### src/hw/rtl/tra_pkg.sv
`timescale 1ns / 1ps

package tra_pkg;

  localparam int DATA_W    = 32;
  localparam int REG_NUM   = 3;
  localparam int REG_IDX_W = 2;
  localparam int FUNC_W    = 3;
  localparam int DIV_CNT_W = $clog2(DATA_W);

  typedef enum logic [FUNC_W-1:0] {
    FN_MOV = 3'd0,
    FN_ADD = 3'd1,
    FN_SUB = 3'd2,
    FN_MUL = 3'd3,
    FN_DIV = 3'd4,
    FN_AND = 3'd5,
    FN_OR  = 3'd6,
    FN_NOP = 3'd7
  } func_t;

  typedef enum logic [1:0] {
    SRC_IMM  = 2'd0,
    SRC_REG  = 2'd1,
    SRC_ZERO = 2'd2
  } src_kind_t;

  typedef struct packed {
    func_t                 op;
    logic                  dest_ok;
    logic [REG_IDX_W-1:0]  dest_idx;
    src_kind_t             src_kind;
    logic [REG_IDX_W-1:0]  src_idx;
    logic [DATA_W-1:0]     imm;
  } dec_t;

  typedef enum logic [2:0] {
    ST_IDLE = 3'b001,
    ST_DIV  = 3'b010,
    ST_DONE = 3'b100
  } back_st_t;

  typedef struct packed {
    logic pop;
    logic div_start;
    logic div_busy;
  } back_stat_t;

endpackage

### src/hw/rtl/tra_if.sv
`timescale 1ns / 1ps

interface tra_in_if import tra_pkg::*; ();
  logic                        valid;
  logic                        ready;
  logic [FUNC_W-1:0]           func;
  logic [REG_IDX_W-1:0]        dest_reg;
  logic                        src_is_reg;
  logic [REG_IDX_W-1:0]        src_reg;
  logic signed [DATA_W-1:0]    immediate;

  modport source (output valid, func, dest_reg, src_is_reg, src_reg, immediate,
                  input ready);
  modport sink   (input valid, func, dest_reg, src_is_reg, src_reg, immediate,
                  output ready);
endinterface

interface tra_out_if import tra_pkg::*; ();
  logic                        valid;
  logic                        ready;
  logic signed [DATA_W-1:0]    dest_value;
  logic                        div_zero_error;

  modport source (output valid, dest_value, div_zero_error, input ready);
  modport sink   (input valid, dest_value, div_zero_error, output ready);
endinterface

### src/hw/rtl/three_register_alu_executor.sv
`timescale 1ns / 1ps
// throughput, while out_ch is not stalled and no divide runs:
// one word per cycle for mov/add/sub/mul/and/or and div by zero
// a divide holds the execute side for its 32 radix-2 divider steps
// the input side keeps filling the queue while a divide runs
// reset: synchronous active-low rst_n clears r1..r3, the queue and out_valid

module three_register_alu_executor import tra_pkg::*; #(
  parameter int QUEUE_DEPTH = 2
) (
  input  logic      clk,
  input  logic      rst_n,
  tra_in_if.sink    in_ch,
  tra_out_if.source out_ch
);

  localparam int CNT_W = $clog2(QUEUE_DEPTH + 1);

  logic             push_valid, push_ready;
  dec_t             push_data;
  logic             q_valid, q_pop;
  dec_t             q_data;
  logic [CNT_W-1:0] q_cnt;
  back_stat_t       stat;

  tra_front u_front (
    .in_ch      (in_ch),
    .push_valid (push_valid),
    .push_ready (push_ready),
    .push_data  (push_data)
  );

  tra_queue #(
    .DEPTH (QUEUE_DEPTH)
  ) u_queue (
    .clk        (clk),
    .rst_n      (rst_n),
    .push_valid (push_valid),
    .push_ready (push_ready),
    .push_data  (push_data),
    .pop_valid  (q_valid),
    .pop        (q_pop),
    .pop_data   (q_data),
    .count      (q_cnt)
  );

  tra_back u_back (
    .clk     (clk),
    .rst_n   (rst_n),
    .q_valid (q_valid),
    .q_data  (q_data),
    .q_pop   (q_pop),
    .out_ch  (out_ch),
    .stat    (stat)
  );

  a_push_grows: assert property (@(posedge clk) disable iff (!rst_n)
    (in_ch.valid && in_ch.ready && !stat.pop) |=> q_cnt == $past(q_cnt) + 1'b1)
    else $error("queue count did not grow on push");

  a_pop_nonempty: assert property (@(posedge clk) disable iff (!rst_n)
    stat.pop |-> q_cnt != '0)
    else $error("pop from empty queue");

  a_div_no_pop: assert property (@(posedge clk) disable iff (!rst_n)
    stat.div_busy |-> !stat.pop)
    else $error("pop while divider busy");

  a_pop_gives_word: assert property (@(posedge clk) disable iff (!rst_n)
    (stat.pop && !stat.div_start) |=> out_ch.valid)
    else $error("single-cycle op produced no result word");

endmodule

### src/hw/rtl/tra_front.sv
`timescale 1ns / 1ps

module tra_front import tra_pkg::*; (
  tra_in_if.sink  in_ch,
  output logic    push_valid,
  input  logic    push_ready,
  output dec_t    push_data
);

  always_comb begin
    push_data          = '0;
    push_data.op       = func_t'(in_ch.func);
    push_data.dest_ok  = in_ch.dest_reg < REG_IDX_W'(REG_NUM);
    push_data.dest_idx = in_ch.dest_reg;
    push_data.src_idx  = in_ch.src_reg;
    push_data.imm      = in_ch.immediate;
    if (!in_ch.src_is_reg) begin
      push_data.src_kind = SRC_IMM;
    end else if (in_ch.src_reg < REG_IDX_W'(REG_NUM)) begin
      push_data.src_kind = SRC_REG;
    end else begin
      push_data.src_kind = SRC_ZERO;
    end
  end

  assign push_valid  = in_ch.valid;
  assign in_ch.ready = push_ready;

endmodule

### src/hw/rtl/tra_queue.sv
`timescale 1ns / 1ps

module tra_queue import tra_pkg::*; #(
  parameter int DEPTH = 2
) (
  input  logic                         clk,
  input  logic                         rst_n,
  input  logic                         push_valid,
  output logic                         push_ready,
  input  dec_t                         push_data,
  output logic                         pop_valid,
  input  logic                         pop,
  output dec_t                         pop_data,
  output logic [$clog2(DEPTH+1)-1:0]   count
);

  localparam int PTR_W = (DEPTH > 1) ? $clog2(DEPTH) : 1;
  localparam int CNT_W = $clog2(DEPTH + 1);

  dec_t             mem_r [DEPTH];
  logic [PTR_W-1:0] wr_ptr_r, wr_ptr_nxt;
  logic [PTR_W-1:0] rd_ptr_r, rd_ptr_nxt;
  logic [CNT_W-1:0] cnt_r, cnt_nxt;
  logic             do_push, do_pop;

  assign push_ready = cnt_r != CNT_W'(DEPTH);
  assign pop_valid  = cnt_r != '0;
  assign pop_data   = mem_r[rd_ptr_r];
  assign count      = cnt_r;
  assign do_push    = push_valid && push_ready;
  assign do_pop     = pop && pop_valid;

  always_comb begin
    wr_ptr_nxt = wr_ptr_r;
    rd_ptr_nxt = rd_ptr_r;
    cnt_nxt    = cnt_r;
    if (do_push) begin
      wr_ptr_nxt = (wr_ptr_r == PTR_W'(DEPTH - 1)) ? '0 : wr_ptr_r + 1'b1;
    end
    if (do_pop) begin
      rd_ptr_nxt = (rd_ptr_r == PTR_W'(DEPTH - 1)) ? '0 : rd_ptr_r + 1'b1;
    end
    if (do_push && !do_pop) begin
      cnt_nxt = cnt_r + 1'b1;
    end else if (do_pop && !do_push) begin
      cnt_nxt = cnt_r - 1'b1;
    end
  end

  always_ff @(posedge clk) begin
    if (!rst_n) begin
      wr_ptr_r <= '0;
      rd_ptr_r <= '0;
      cnt_r    <= '0;
    end else begin
      wr_ptr_r <= wr_ptr_nxt;
      rd_ptr_r <= rd_ptr_nxt;
      cnt_r    <= cnt_nxt;
    end
  end

  always_ff @(posedge clk) begin
    if (do_push) begin
      mem_r[wr_ptr_r] <= push_data;
    end
  end

endmodule

### src/hw/rtl/tra_back.sv
`timescale 1ns / 1ps

module tra_back import tra_pkg::*; (
  input  logic        clk,
  input  logic        rst_n,
  input  logic        q_valid,
  input  dec_t        q_data,
  output logic        q_pop,
  tra_out_if.source   out_ch,
  output back_stat_t  stat
);

  back_st_t              st_r, st_nxt;
  logic [DATA_W-1:0]     rf_r [REG_NUM];
  logic [DATA_W-1:0]     rem_r, rem_nxt;
  logic [DATA_W-1:0]     quo_r, quo_nxt;
  logic [DATA_W-1:0]     dvs_r, dvs_nxt;
  logic                  neg_r, neg_nxt;
  logic [DIV_CNT_W-1:0]  cnt_r, cnt_nxt;
  logic [REG_IDX_W-1:0]  didx_r, didx_nxt;
  logic                  out_valid_r, out_valid_nxt;
  logic [DATA_W-1:0]     out_value_r, out_value_nxt;
  logic                  out_err_r, out_err_nxt;

  logic                  slot_free;
  logic [DATA_W-1:0]     src_val, dst_val, alu_res, mul_lo, q_final;
  logic [DATA_W:0]       shifted, diff;
  logic                  ge, src_zero, div_start;
  logic                  rf_we;
  logic [REG_IDX_W-1:0]  rf_widx;
  logic [DATA_W-1:0]     rf_wdata;

  assign slot_free = !out_valid_r || out_ch.ready;
  assign q_pop     = (st_r == ST_IDLE) && q_valid && slot_free;

  always_comb begin
    case (q_data.src_kind)
      SRC_IMM:  src_val = q_data.imm;
      SRC_REG:  src_val = rf_r[q_data.src_idx];
      SRC_ZERO: src_val = '0;
      default:  src_val = '0;
    endcase
  end

  assign dst_val   = q_data.dest_ok ? rf_r[q_data.dest_idx] : '0;
  assign mul_lo    = dst_val * src_val;
  assign src_zero  = src_val == '0;
  assign div_start = q_pop && q_data.dest_ok && (q_data.op == FN_DIV) && !src_zero;

  always_comb begin
    case (q_data.op)
      FN_MOV:  alu_res = src_val;
      FN_ADD:  alu_res = dst_val + src_val;
      FN_SUB:  alu_res = dst_val - src_val;
      FN_MUL:  alu_res = mul_lo;
      FN_AND:  alu_res = dst_val & src_val;
      FN_OR:   alu_res = dst_val | src_val;
      default: alu_res = dst_val;
    endcase
  end

  // restoring divider step on magnitudes
  assign shifted = {rem_r, quo_r[DATA_W-1]};
  assign diff    = shifted - {1'b0, dvs_r};
  assign ge      = !diff[DATA_W];
  assign q_final = neg_r ? (~quo_r + 1'b1) : quo_r;

  always_comb begin
    st_nxt        = st_r;
    rem_nxt       = rem_r;
    quo_nxt       = quo_r;
    dvs_nxt       = dvs_r;
    neg_nxt       = neg_r;
    cnt_nxt       = cnt_r;
    didx_nxt      = didx_r;
    out_valid_nxt = out_valid_r && !out_ch.ready;
    out_value_nxt = out_value_r;
    out_err_nxt   = out_err_r;
    rf_we         = 1'b0;
    rf_widx       = q_data.dest_idx;
    rf_wdata      = alu_res;
    case (st_r)
      ST_IDLE: begin
        if (div_start) begin
          quo_nxt  = dst_val[DATA_W-1] ? (~dst_val + 1'b1) : dst_val;
          dvs_nxt  = src_val[DATA_W-1] ? (~src_val + 1'b1) : src_val;
          rem_nxt  = '0;
          neg_nxt  = dst_val[DATA_W-1] ^ src_val[DATA_W-1];
          cnt_nxt  = '0;
          didx_nxt = q_data.dest_idx;
          st_nxt   = ST_DIV;
        end else if (q_pop) begin
          out_valid_nxt = 1'b1;
          out_value_nxt = q_data.dest_ok ? alu_res : '0;
          out_err_nxt   = q_data.dest_ok && (q_data.op == FN_DIV);
          rf_we         = q_data.dest_ok;
        end
      end
      ST_DIV: begin
        rem_nxt = ge ? diff[DATA_W-1:0] : shifted[DATA_W-1:0];
        quo_nxt = {quo_r[DATA_W-2:0], ge};
        cnt_nxt = cnt_r + 1'b1;
        if (cnt_r == DIV_CNT_W'(DATA_W - 1)) begin
          st_nxt = ST_DONE;
        end
      end
      ST_DONE: begin
        if (slot_free) begin
          out_valid_nxt = 1'b1;
          out_value_nxt = q_final;
          out_err_nxt   = 1'b0;
          rf_we         = 1'b1;
          rf_widx       = didx_r;
          rf_wdata      = q_final;
          st_nxt        = ST_IDLE;
        end
      end
      default: st_nxt = ST_IDLE;
    endcase
  end

  always_ff @(posedge clk) begin
    if (!rst_n) begin
      st_r        <= ST_IDLE;
      out_valid_r <= 1'b0;
      for (int i = 0; i < REG_NUM; i++) begin
        rf_r[i] <= '0;
      end
    end else begin
      st_r        <= st_nxt;
      out_valid_r <= out_valid_nxt;
      if (rf_we) begin
        rf_r[rf_widx] <= rf_wdata;
      end
    end
  end

  always_ff @(posedge clk) begin
    rem_r       <= rem_nxt;
    quo_r       <= quo_nxt;
    dvs_r       <= dvs_nxt;
    neg_r       <= neg_nxt;
    cnt_r       <= cnt_nxt;
    didx_r      <= didx_nxt;
    out_value_r <= out_value_nxt;
    out_err_r   <= out_err_nxt;
  end

  assign out_ch.valid          = out_valid_r;
  assign out_ch.dest_value     = out_value_r;
  assign out_ch.div_zero_error = out_err_r;

  assign stat.pop       = q_pop;
  assign stat.div_start = div_start;
  assign stat.div_busy  = st_r != ST_IDLE;

endmodule
### src/flat_wrapper.sv
// flat-port wrapper written by rule: the top's interface ports become plain ports
module three_register_alu_executor_flat import tra_pkg::*;
#(
  parameter int QUEUE_DEPTH = 2
)
  (clk, rst_n, in_ch_valid, in_ch_func, in_ch_dest_reg, in_ch_src_is_reg, in_ch_src_reg, in_ch_immediate, in_ch_ready, out_ch_valid, out_ch_dest_value, out_ch_div_zero_error, out_ch_ready);
  tra_in_if in_ch_i ();
  tra_out_if out_ch_i ();
  input  logic clk;
  input  logic rst_n;
  input wire logic [$bits(in_ch_i.valid)-1:0] in_ch_valid;
  input wire logic [$bits(in_ch_i.func)-1:0] in_ch_func;
  input wire logic [$bits(in_ch_i.dest_reg)-1:0] in_ch_dest_reg;
  input wire logic [$bits(in_ch_i.src_is_reg)-1:0] in_ch_src_is_reg;
  input wire logic [$bits(in_ch_i.src_reg)-1:0] in_ch_src_reg;
  input wire logic [$bits(in_ch_i.immediate)-1:0] in_ch_immediate;
  output wire logic [$bits(in_ch_i.ready)-1:0] in_ch_ready;
  output wire logic [$bits(out_ch_i.valid)-1:0] out_ch_valid;
  output wire logic [$bits(out_ch_i.dest_value)-1:0] out_ch_dest_value;
  output wire logic [$bits(out_ch_i.div_zero_error)-1:0] out_ch_div_zero_error;
  input wire logic [$bits(out_ch_i.ready)-1:0] out_ch_ready;
  assign in_ch_i.valid = in_ch_valid;
  assign in_ch_i.func = in_ch_func;
  assign in_ch_i.dest_reg = in_ch_dest_reg;
  assign in_ch_i.src_is_reg = in_ch_src_is_reg;
  assign in_ch_i.src_reg = in_ch_src_reg;
  assign in_ch_i.immediate = in_ch_immediate;
  assign in_ch_ready = in_ch_i.ready;
  assign out_ch_valid = out_ch_i.valid;
  assign out_ch_dest_value = out_ch_i.dest_value;
  assign out_ch_div_zero_error = out_ch_i.div_zero_error;
  assign out_ch_i.ready = out_ch_ready;
  three_register_alu_executor #(.QUEUE_DEPTH(QUEUE_DEPTH)) u_core (.clk(clk), .rst_n(rst_n), .in_ch(in_ch_i), .out_ch(out_ch_i));
endmodule
### config.mk
export PLATFORM = sky130hd
export DESIGN_NAME = three_register_alu_executor_flat
export DESIGN_NICKNAME = d
export VERILOG_FILES = /design/src/hw/rtl/tra_pkg.sv /design/src/hw/rtl/tra_if.sv /design/src/hw/rtl/three_register_alu_executor.sv /design/src/hw/rtl/tra_front.sv /design/src/hw/rtl/tra_queue.sv /design/src/hw/rtl/tra_back.sv /design/src/flat_wrapper.sv
export SDC_FILE = /design/constraint.sdc
export NUM_CORES = 2
export LEC_CHECK = 0
export ABC_AREA = 1
export BUFFER_PORTS_ARGS = -buffer_cell sky130_fd_sc_hd__buf_2
export CORE_MARGIN = 8
export CORE_UTILIZATION = 40
export DETAILED_ROUTE_END_ITERATION = 10
export GPL_TIMING_DRIVEN = 0
export SLEW_MARGIN = 10
export SYNTH_ARGS = -nofsm -noshare
export SYNTH_HDL_FRONTEND = slang
export SYNTH_SLANG_ARGS = --single-unit
### constraint.sdc
create_clock -name clk -period 24.1 [get_ports clk]
set_clock_uncertainty 0.1 [all_clocks]
set_input_delay 2.41 -clock clk [delete_from_list [all_inputs] [get_ports clk]]
set_output_delay 2.41 -clock clk [all_outputs]
set_load 0.02 [all_outputs]
==> results.tsv <==
metric	value	unit
Worst-Margin Slew	1409	ps
Num CTS Buffers	36	
die width	327.2	µm
hold_sp	u_core.u_queue.rd_ptr_r	
Cells after Synth	4803	
clk buf depth	3	
top_reg_cell synth	edfxtp_1	
post-CTS sizing	0	
number of synthesized flops with an enable pin	349	
I/O pin cnt	79	
max-slew violations	0	
DRT Wirelength	163800	µm
Initial Util	40.23	%
DP HPWL	128400	µm
Critical Path Sink Type	flop	
largest net degree at the start of global routing	47	
Slew headroom	5.084	%
Adder-Cell Fraction of Synth Area	27.52	%
minimum clock period	11680	ps
Mean Syn Cell Area	8.064	µm²
first-pass GRT wire length	234100	µm
Synth cell types	64	
CP Class	reg2reg	
number of remaining DRC errors	0	
most frequent CP cell	fa_1	
initial antenna violation count	11	
Nets	5579	
number of global-route vias before repair	34560	
post-synthesis mux area share	0	%
main combinational cell family by area after synthesis	adder cells	
hold buffers post-CTS	0	
Post-Place Cells	6167	
simple-gate share of the synthesized area	23.59	%
number of post-CTS setup repair buffers	0	
ys async rst share	0	%
endpoints failing setup	0	
sequential fraction of the synthesis area	27.52	%
Netlist Area Pre-Place	38730	µm²
Place WS	12880	ps
status	finished clean	
die height	327.2	µm
maximum fanout along the worst path	10	
Final Worst Setup Slack	12420	ps
CTS tree	built	
final std cells w/o fill	6235	
WHS Path Cells	2	
Vias/cell	5.691	
1st-pass router iterations	6	
fill count	9745	
Total GRT Usage	29.79	%
R2R Setup Slk	12420	ps
worst min path class	reg2reg	
period utilisation layout	48.46	%
Port Buffers	78	
Routability Congestion	1.052	
XOR/XNOR Fraction of Synth Area	2.894	%
max incr delay on CP	950	ps
max-cap viol count	0	
Critical Path RT	24420	ps
die area	107000	µm²
initial DRC count	4536	
r2r worst-path depth	35	
Overflow after GRT	0	
YS warnings	0	
critical path launch point type	flop	
share of layout cells above drive strength 1	7.225	%
H-tree depth	2	
number of synthesized register bits	358	
f_max	0.08563	GHz
row count	114	
FF-to-FF End	u_core.u_back.rf_r[1][27]	
Worst path slowest cell	clkinv_1	
clock sink total	358	
Syn-to-layout area delta	8.874	%
Clock transition at path regs	60	ps
DR WL/cell	26.28	µm
Root Driver	clkbuf_16	
compound-gate portion of the synthesized area	8.819	%
setup TNS	0	ps
core area	96280	µm²
DRT antenna net count	0	
DR vias	35480	
crit path DAT	12000	ps
unrepaired setup endpoints after global routing	no	
Worst Hold End	u_core.u_queue.rd_ptr_r	
Post-Syn Nets	5453	
Hold Vio Cnt, Final	0	
clock latency on the worst-skew pair	560	ps
-- layout make-up --
| cell class | instances | area, µm² | share of cell area [%] |
|---|---|---|---|
| antenna | 4 | 10.01 | 0.02374 |
| buffer | 217 | 1054 | 2.498 |
| clock buffer | 48 | 977.2 | 2.317 |
| clock inverter | 16 | 181.4 | 0.4302 |
| inverter | 715 | 2686 | 6.370 |
| multi-input combinational | 3513 | 24400 | 57.86 |
| sequential | 358 | 10660 | 25.28 |
| tap | 1276 | 1597 | 3.786 |
| timing repair buffer | 88 | 605.6 | 1.436 |
-- layer usage --
layer  up-vias  wire (µm)  part of all wire (%)  track usage (%)
li1      15550          -                     -                -
met1     17360      63830                    39            39.86
met5         -         34                 0.021                0
met3       399      19370                    12            6.801
met2      2166      70920                    43            45.51
met4         4       9684                   5.9            14.43
-- state kept, by name, indices dropped and copies added (netlist names), named ones only --
signal	cells
u_core.u_queue.mem_r	84
u_core.u_back.quo_r	32
u_core.u_back.rf_r	128
u_core.u_back.rem_r	32
u_core.u_back.dvs_r	32
u_core.u_back.neg_r	1
u_core.u_queue.count	2
u_core.u_back.out_ch.dest_value	32
u_core.u_queue.rd_ptr_r	1
u_core.u_queue.wr_ptr_r	1
u_core.u_back.out_ch.div_zero_error	1
u_core.u_back.st_r	3
u_core.u_back.cnt_r	5
u_core.u_back.didx_r	2
u_core.u_back.out_ch.valid	1
-- worst max path at each step --
stage / end / slack, ps / cells past startpoint
3_5_place_dp: u_core.u_back.rf_r[1][27] / 12880 / 36
5_1_grt: u_core.u_back.rf_r[0][27] / 12290 / 36
2_1_floorplan: u_core.u_back.rf_r[2][27] / 15940 / 39
4_1_cts: u_core.u_back.rf_r[1][27] / 12830 / 36
3_3_place_gp: u_core.u_back.rf_r[1][27] / 12920 / 36
6_report: u_core.u_back.rf_r[1][27] / 12420 / 35
-- worst max-delay path, delay by kind of cell (launching register included) --
family                   cells  cell delay [ps]
AO/OA/AOI/OAI                8             2190
adder cells (fa/ha/maj)      9             3850
buffers and inverters        8             2700
flip-flops                   1              390
AND/OR/NAND/NOR             10             2270
-- cell usage in the layout (no fill, tap or decap), types with 17 or more instances in the layout --
cell type and instances:
edfxtp_1 349, a21oi_1 197, fa_1 410, buf_2 129, inv_2 33, o22ai_1 17
or2_2 23, ha_1 196, xnor2_1 34, clkinv_1 20, o21ai_0 239, nand4_1 26
clkbuf_1 131, nor2_1 574, clkbuf_16 37, nand2_1 1150, nor3_1 31, buf_6 17
o21a_1 17, xor2_1 94, nand3_1 276, inv_1 666, o21ai_1 23
-- cell families (layout without fill, tap and decap cells) --
group,after synthesis,in the layout
xor+xnor,128,128
fa+ha+maj,606,606
compound gates,604,604
flops,358,358
other cells,0,4
buf+inv,932,1084
simple gates,2175,2175
-- cell usage after synthesis (6+ instances only) --
master / count / area, µm²
o21ai_0: 239 / 1196
edfxtp_1: 349 / 10480
nor2_4: 7 / 78.83
fa_1: 410 / 8208
nand2_4: 9 / 101.4
or2_1: 7 / 43.79
nand2_2: 11 / 68.82
clkbuf_1: 124 / 465.5
nor2_1: 577 / 2166
buf_2: 50 / 250.2
nand3_1: 276 / 1381
a31oi_1: 11 / 68.82
o21a_1: 17 / 127.6
o21bai_1: 11 / 82.58
buf_6: 17 / 191.4
nand4_1: 26 / 162.7
a211oi_1: 13 / 97.59
xor2_1: 94 / 823.3
inv_1: 667 / 2504
dfxtp_1: 9 / 180.2
a221oi_1: 6 / 52.55
o22ai_1: 17 / 106.4
nand3_2: 10 / 100.1
o21ai_2: 7 / 61.31
o2111ai_1: 10 / 87.58
buf_4: 12 / 90.09
or2_2: 23 / 143.9
nor3_1: 31 / 155.2
o221ai_1: 6 / 52.55
a21boi_0: 6 / 45.04
ha_1: 196 / 2452
clkinv_1: 14 / 52.55
o211ai_1: 16 / 120.1
nand3b_1: 12 / 90.09
nor2_2: 16 / 100.1
xnor2_1: 34 / 297.8
nand2_1: 1154 / 4332
buf_1: 14 / 52.55
o21ai_1: 23 / 115.1
a21oi_1: 198 / 991.0
inv_2: 32 / 120.1
-- through the flow --
step / cell area (µm²) / hold WS, ps / utilization [%]
after floorplan: 38730 / 358.6 / -
after global placement: 40720 / 379.2 / 42.29
after detailed placement: 41000 / 395.1 / 42.58
after CTS: 42160 / 412.4 / 43.79
after global routing: 42160 / 425.6 / 43.79
final: 42170 / 411.1 / 43.80
Power is left out: the tool's default activity adds up to more than one toggle a clock period on the data nets, which glitch-free logic cannot reach.
